[src/design/dlcs_pkg.sv]
package dlcs_pkg;

	localparam int MAX_NODES_DEF = 1024;
	localparam int MAX_EDGES_DEF = 4096;
	localparam int FW = 11;

	typedef enum logic [4:0] {
		S_IDLE, S_CLR,
		S_CNT_A, S_CNT_B, S_CNT_C,
		S_PFX_A, S_PFX_B,
		S_SCT_A, S_SCT_B, S_SCT_C,
		S_SEED_A, S_SEED_B,
		S_PROC_A, S_PROC_B, S_PROC_C, S_PROC_D, S_PROC_E, S_PROC_F, S_PROC_G,
		S_FIN
	} state_t;

	typedef enum logic [4:0] {
		OP_IDLE, OP_CLR,
		OP_CNT_A, OP_CNT_B, OP_CNT_C,
		OP_PFX_A, OP_PFX_B,
		OP_SCT_A, OP_SCT_B, OP_SCT_C,
		OP_SEED_A, OP_SEED_B,
		OP_PROC_A, OP_PROC_B, OP_PROC_C, OP_PROC_D, OP_PROC_E, OP_PROC_F, OP_PROC_G,
		OP_FIN
	} op_t;

	typedef struct packed {
		op_t  op;
		logic load;
	} cmd_t;

	typedef struct packed {
		logic clr_last;
		logic edges_done;
		logic nodes_done;
		logic edge_bad;
		logic q_empty;
		logic k_done;
	} status_t;

endpackage

[src/design/dlcs_ctrl.sv]
module dlcs_ctrl (
	input  logic              clk,
	input  logic              arst_n,
	input  logic              start,
	input  logic              last_item,
	input  dlcs_pkg::status_t st,
	output dlcs_pkg::cmd_t    cmd,
	output logic              busy
);

	dlcs_pkg::state_t state_q, state_d;

	always_ff @(posedge clk or negedge arst_n) begin
		if (!arst_n) begin
			state_q <= dlcs_pkg::S_IDLE;
		end else begin
			state_q <= state_d;
		end
	end

	always_comb begin
		state_d  = state_q;
		cmd.op   = dlcs_pkg::OP_IDLE;
		cmd.load = 1'b0;
		busy     = 1'b1;
		case (state_q)
			dlcs_pkg::S_IDLE: begin
				busy     = 1'b0;
				cmd.load = start;
				if (start && last_item) state_d = dlcs_pkg::S_CLR;
			end
			dlcs_pkg::S_CLR: begin
				cmd.op = dlcs_pkg::OP_CLR;
				if (st.clr_last) state_d = dlcs_pkg::S_CNT_A;
			end
			dlcs_pkg::S_CNT_A: begin
				cmd.op  = dlcs_pkg::OP_CNT_A;
				state_d = st.edges_done ? dlcs_pkg::S_PFX_A : dlcs_pkg::S_CNT_B;
			end
			dlcs_pkg::S_CNT_B: begin
				cmd.op  = dlcs_pkg::OP_CNT_B;
				state_d = st.edge_bad ? dlcs_pkg::S_FIN : dlcs_pkg::S_CNT_C;
			end
			dlcs_pkg::S_CNT_C: begin
				cmd.op  = dlcs_pkg::OP_CNT_C;
				state_d = dlcs_pkg::S_CNT_A;
			end
			dlcs_pkg::S_PFX_A: begin
				cmd.op  = dlcs_pkg::OP_PFX_A;
				state_d = st.nodes_done ? dlcs_pkg::S_SCT_A : dlcs_pkg::S_PFX_B;
			end
			dlcs_pkg::S_PFX_B: begin
				cmd.op  = dlcs_pkg::OP_PFX_B;
				state_d = dlcs_pkg::S_PFX_A;
			end
			dlcs_pkg::S_SCT_A: begin
				cmd.op  = dlcs_pkg::OP_SCT_A;
				state_d = st.edges_done ? dlcs_pkg::S_SEED_A : dlcs_pkg::S_SCT_B;
			end
			dlcs_pkg::S_SCT_B: begin
				cmd.op  = dlcs_pkg::OP_SCT_B;
				state_d = dlcs_pkg::S_SCT_C;
			end
			dlcs_pkg::S_SCT_C: begin
				cmd.op  = dlcs_pkg::OP_SCT_C;
				state_d = dlcs_pkg::S_SCT_A;
			end
			dlcs_pkg::S_SEED_A: begin
				cmd.op  = dlcs_pkg::OP_SEED_A;
				state_d = st.nodes_done ? dlcs_pkg::S_PROC_A : dlcs_pkg::S_SEED_B;
			end
			dlcs_pkg::S_SEED_B: begin
				cmd.op  = dlcs_pkg::OP_SEED_B;
				state_d = dlcs_pkg::S_SEED_A;
			end
			dlcs_pkg::S_PROC_A: begin
				cmd.op  = dlcs_pkg::OP_PROC_A;
				state_d = st.q_empty ? dlcs_pkg::S_FIN : dlcs_pkg::S_PROC_B;
			end
			dlcs_pkg::S_PROC_B: begin
				cmd.op  = dlcs_pkg::OP_PROC_B;
				state_d = dlcs_pkg::S_PROC_C;
			end
			dlcs_pkg::S_PROC_C: begin
				cmd.op  = dlcs_pkg::OP_PROC_C;
				state_d = dlcs_pkg::S_PROC_D;
			end
			dlcs_pkg::S_PROC_D: begin
				cmd.op  = dlcs_pkg::OP_PROC_D;
				state_d = dlcs_pkg::S_PROC_E;
			end
			dlcs_pkg::S_PROC_E: begin
				cmd.op  = dlcs_pkg::OP_PROC_E;
				state_d = st.k_done ? dlcs_pkg::S_PROC_A : dlcs_pkg::S_PROC_F;
			end
			dlcs_pkg::S_PROC_F: begin
				cmd.op  = dlcs_pkg::OP_PROC_F;
				state_d = dlcs_pkg::S_PROC_G;
			end
			dlcs_pkg::S_PROC_G: begin
				cmd.op  = dlcs_pkg::OP_PROC_G;
				state_d = dlcs_pkg::S_PROC_E;
			end
			dlcs_pkg::S_FIN: begin
				cmd.op  = dlcs_pkg::OP_FIN;
				state_d = dlcs_pkg::S_IDLE;
			end
			default: begin
				state_d = dlcs_pkg::S_IDLE;
			end
		endcase
	end

endmodule

[config.mk]
export PLATFORM = sky130hd
export DESIGN_NAME = dlcs_ctrl
export DESIGN_NICKNAME = d
export VERILOG_FILES = /design/src/design/dlcs_pkg.sv /design/src/design/dlcs_ctrl.sv
export SDC_FILE = /design/constraint.sdc
export NUM_CORES = 1
export LEC_CHECK = 0
export ABC_AREA = 1
export BUFFER_PORTS_ARGS = -buffer_cell sky130_fd_sc_hd__clkbuf_2
export CORE_UTILIZATION = 34
export CTS_CLUSTER_DIAMETER = 200
export DETAILED_ROUTE_END_ITERATION = 8
export SLEW_MARGIN = 20
export SYNTH_ARGS = -nofsm -noshare
export SYNTH_HDL_FRONTEND = slang
export SYNTH_SLANG_ARGS = --single-unit
[constraint.sdc]
create_clock -name clk -period 1.9 [get_ports clk]
set_clock_uncertainty 0.2 [all_clocks]
set_input_delay 0.38 -clock clk [delete_from_list [all_inputs] [get_ports clk]]
set_output_delay 0.38 -clock clk [all_outputs]
set_load 0.1 [all_outputs]
---- Yosys cells after proc, flatten, opt, wreduce, memory -nomap -nowiden ----
Index checks and enable logic that the tools add are counted.
storage, ports and cells
  register bits after elaboration ......... 5
  input port bits ......................... 10
operators by class
  equal/unequal tests ..................... 21
  mux-type cells .......................... 13
  reduce and logical (&&, ||, !) cells .... 4
operators with widths
  operator            number
  $pmux 5 s19         1
  $pmux 5 s18         1
  $eq 5x4->1 const B  8
  $mux 5              5
  $eq 5x3->1 const B  4
  $eq 5x5->1 const B  4
  $eq 5x2->1 const B  2
  $mux 3              2
  $eq 5x1->1 const B  1
  $logic_not 5->1     1
  $ne 2x2->1 const B  2
  $mux 1              3
  $mux 2              1
  $reduce_and 2->1    1
  $reduce_or 2->1     1
  $logic_and 1x1->1   1

---- Logic depth before layout (Yosys ltp) ----
  depth in word-level cells ............... 3
  gate-level depth with buffers ........... 9
  depth with buffers taken out ............ 9

---- Worst setup path after synthesis ----
No wires, ideal clock.
  path type ............................... reg2out
  start point ............................. register state_q[0]
  end point ............................... output port cmd[0] (netlist bit)
  arrival time ............................ 2855 ps
  data required time ...................... 1320 ps
  path slack .............................. -1535 ps
  cell stages (with the launch flop) ...... 6
  cell sequence ........................... dfrtp_1 -> nor2_1 -> nand2_1 -> inv_1 -> nand2_1 -> nor2_1
RTL lines
  what                      line             source
  start: declaration        dlcs_ctrl.sv:11  dlcs_pkg::state_t state_q, state_d;
  start signal: assignment  dlcs_ctrl.sv:15  state_q <= dlcs_pkg::S_IDLE;
  start signal: assignment  dlcs_ctrl.sv:17  state_q <= state_d;
  end: declaration          dlcs_ctrl.sv:7   output dlcs_pkg::cmd_t cmd,

==> results.tsv <==
stage	metric	value	unit
detailed_routing	routed_via_density	4.899	
synth	synthXorXnorAreaFrac	0	
critical_path	crit_type	reg2out	
finish	areaGrowthSynthToFinish	95.46	%
floorplan	die_area	0.001954	sq mm
finish	diodes	0	
critical_path	slowest_stage	dfrtp_1	
sta	max-slew-margin-rel	0.8220	
placed_design	dp_hpwl	1450	um
floorplan	initial_core_util	0.3841	
clocking	clock_latency	0.23	ns
synth	syn_nets	114	
sta	worst_slack	-0.1236	ns
sta	fin_crit	2.024	ns
synth	ys_ff_latch	5	
sta	period_share	1.065	
synth	synthDominantCellAreaShare	0.2107	
sta	setup_violations	4	
floorplan	rows	14	
outcome	violations	negative setup slack	
sta	drv_slew	0	
clocking	cts_buffers	3	
global_routing	first_global_vias	697	
critical_path	path_max_fanout	7	
synth	synth_top_family_by_area	simple AND/OR/NAND/NOR gates	
detailed_routing	wire_per_inst	11.76	um
sta	maxClockFrequency	494.2	MHz
critical_path	critical_path.most_common_cell	buf_12	
floorplan	coreArea	0.001577	sq mm
finish	fillers	126	
clocking	cts.sinks	5	
global_routing	grt_pass1_wl	3070	um
detailed_routing	detail-route-antenna-nets	0	
global_routing	grt-ovfl-total	0	
outcome	outcome	finished with violations	
clocking	clockBufferDepth	2	
detailed_routing	wirelength	1975	um
synth	seq_area_frac_synth	0.2066	
finish	nNetsFinal	163	
global_routing	grt_max_degree	8	
floorplan	ios	17	
sta	rsz0062_at_grt	yes	
clocking	cts_tree	done	
synth	synth_top_area_cell	nand2_1	
finish	mostFrequentLayoutCells	30 x nand2_1, 26 x buf_4, 10 x nor2_1	
critical_path	slowest_delay	0.39	ns
flow_run	cap_viol_max_count	0	
sta	tightest_slew	0.2659	ns
critical_path	required	1.32	ns
detailed_routing	drt-pass1-iter-count	4	
finish	reg_top3	state_q x5	
finish	final-seq-area	128.9	sq um
detailed_routing	num_vias	823	
synth	synth_simple_gate_area_frac	0.5372	
min_path	hp-class	in2reg	
floorplan	fp.dieH	44.21	um
placed_design	portBuffers	16	
critical_path	regToRegSetupSlack	-0.04	ns
synth	syn_area_per_cell	5.823	sq um
synth	netlist_area	605.6	sq um
critical_path	worstPathArrival	1.44	ns
synth	synthTopCellsByArea	nand2_1 21%, dfrtp_1 21%, nor2_1 9.3%, nor2_4 9.3%, inv_1 6.8%	
placed_design	gp_congestion	0.8832	
floorplan	dieWidth	44.21	um
finish	largest_reg_flops	5	
clocking	path_clk_slew	0.04	ns
synth	synthCells	104	
global_routing	track_usage	0.2090	
synth	yosysUniqueCellTypes	22	
detailed_routing	drc	0	
finish	multi_input_area	514.2	sq um
clocking	cts_root_buf	clkbuf_4	
critical_path	cp_cell_sequence	buf_12, nand2_8, inv_8, a22oi_2, o2111ai_4, buf_12	
synth	synth-compound-area-share	0.1384	
critical_path	end_kind	output pin	
synth	synthAdderAreaFrac	0	
clocking	htreeDepth	1	
finish	layout_commonest_cell	nand2_1	
critical_path	cp-start-kind	register	
detailed_routing	drt_iter0_markers	30	
finish	utilization	0.7508	
finish	largest_register	state_q	
finish	drive_above_1_share	0.5132	
synth	ys.warnings.count	0	
sta	finalHoldViolations	0	
global_routing	antenna_found_initial	0	
synth	muxShareOfSynthArea	0	
cell type report:
class / count / area share
sequential: 5 / 0.1089
timing repair buffer: 45 / 0.3562
inverter: 16 / 0.06131
clock buffer: 4 / 0.02220
multi-input combinational: 82 / 0.4345
tap: 16 / 0.01691
layer usage:
metal,up-vias,part of all wire,GRT usage
li1,430,-,-
met1,367,0.47,0.2947
met2,26,0.50,0.3647
met3,0,0.024,0.01224
met4,0,0,0.01818
met5,-,0,0
kinds of logic after synthesis:
kind of cell,Yosys count
flip-flops,5
AND/OR/NAND/NOR,69
buffers and inverters,17
AO/OA/AOI/OAI,13
Yosys cell counts:
master and count:
nand2_1 34, nor2_1 15, inv_1 11, nand3_1 7
dfrtp_1 5, nor2_4 5, o21ai_0 5, inv_2 4
a21oi_1 2, nand2_2 2, nand4_1 2, o2111ai_1 2
a22oi_1 1, and3_1 1, buf_6 1, clkinv_1 1
nand3b_1 1, nor3_1 1, o21a_1 1, o21ai_2 1
o31ai_1 1, or2_1 1
final timing paths:
check	from	endpoint	depth (start not counted)
min in group asynchronous	arst_n	state_q[4]	2
min	st[5]	state_q[0]	3
min reg2reg	state_q[1]	state_q[4]	3
max	state_q[4]	cmd[2]	6
max reg2reg	state_q[2]	state_q[4]	11
max in group asynchronous	arst_n	state_q[2]	2
critical path, delay by kind of cell (launching register included):
kind            cells  cell delay (ns)
compound gates      2             0.35
simple gates        1             0.08
buf+inv             3             0.37
flops               1             0.39
timing repair:
item / in CTS / in global routing
gates resized for setup: 6 / 4
endpoints found under the setup margin: 2 / 4
setup buffers: 13 / 7
pin swaps: 4 / 7
hold endpoints to repair: 5 / 0
hold buffers: 1 / 0
stage by stage:
stage          hold WS, ns  TNS, ns  instance area, sq um  std cells  worst slack [ns]
3_3_place_gp     -0.003750        0                 968.4        143           0.02196
6_report            0.2166  -0.2009                  1184        168           -0.1236
4_1_cts             0.2152  -0.1663                  1122        161          -0.09905
2_1_floorplan      -0.1156  -0.4636                 701.9        104           -0.1342
5_1_grt             0.2388  -0.3818                  1184        168           -0.1724
3_5_place_dp     0.0005436        0                 968.4        143           0.01989
Power is not shown: default switching activity piles up to over one toggle a cycle in this logic, so the estimate is an artifact.
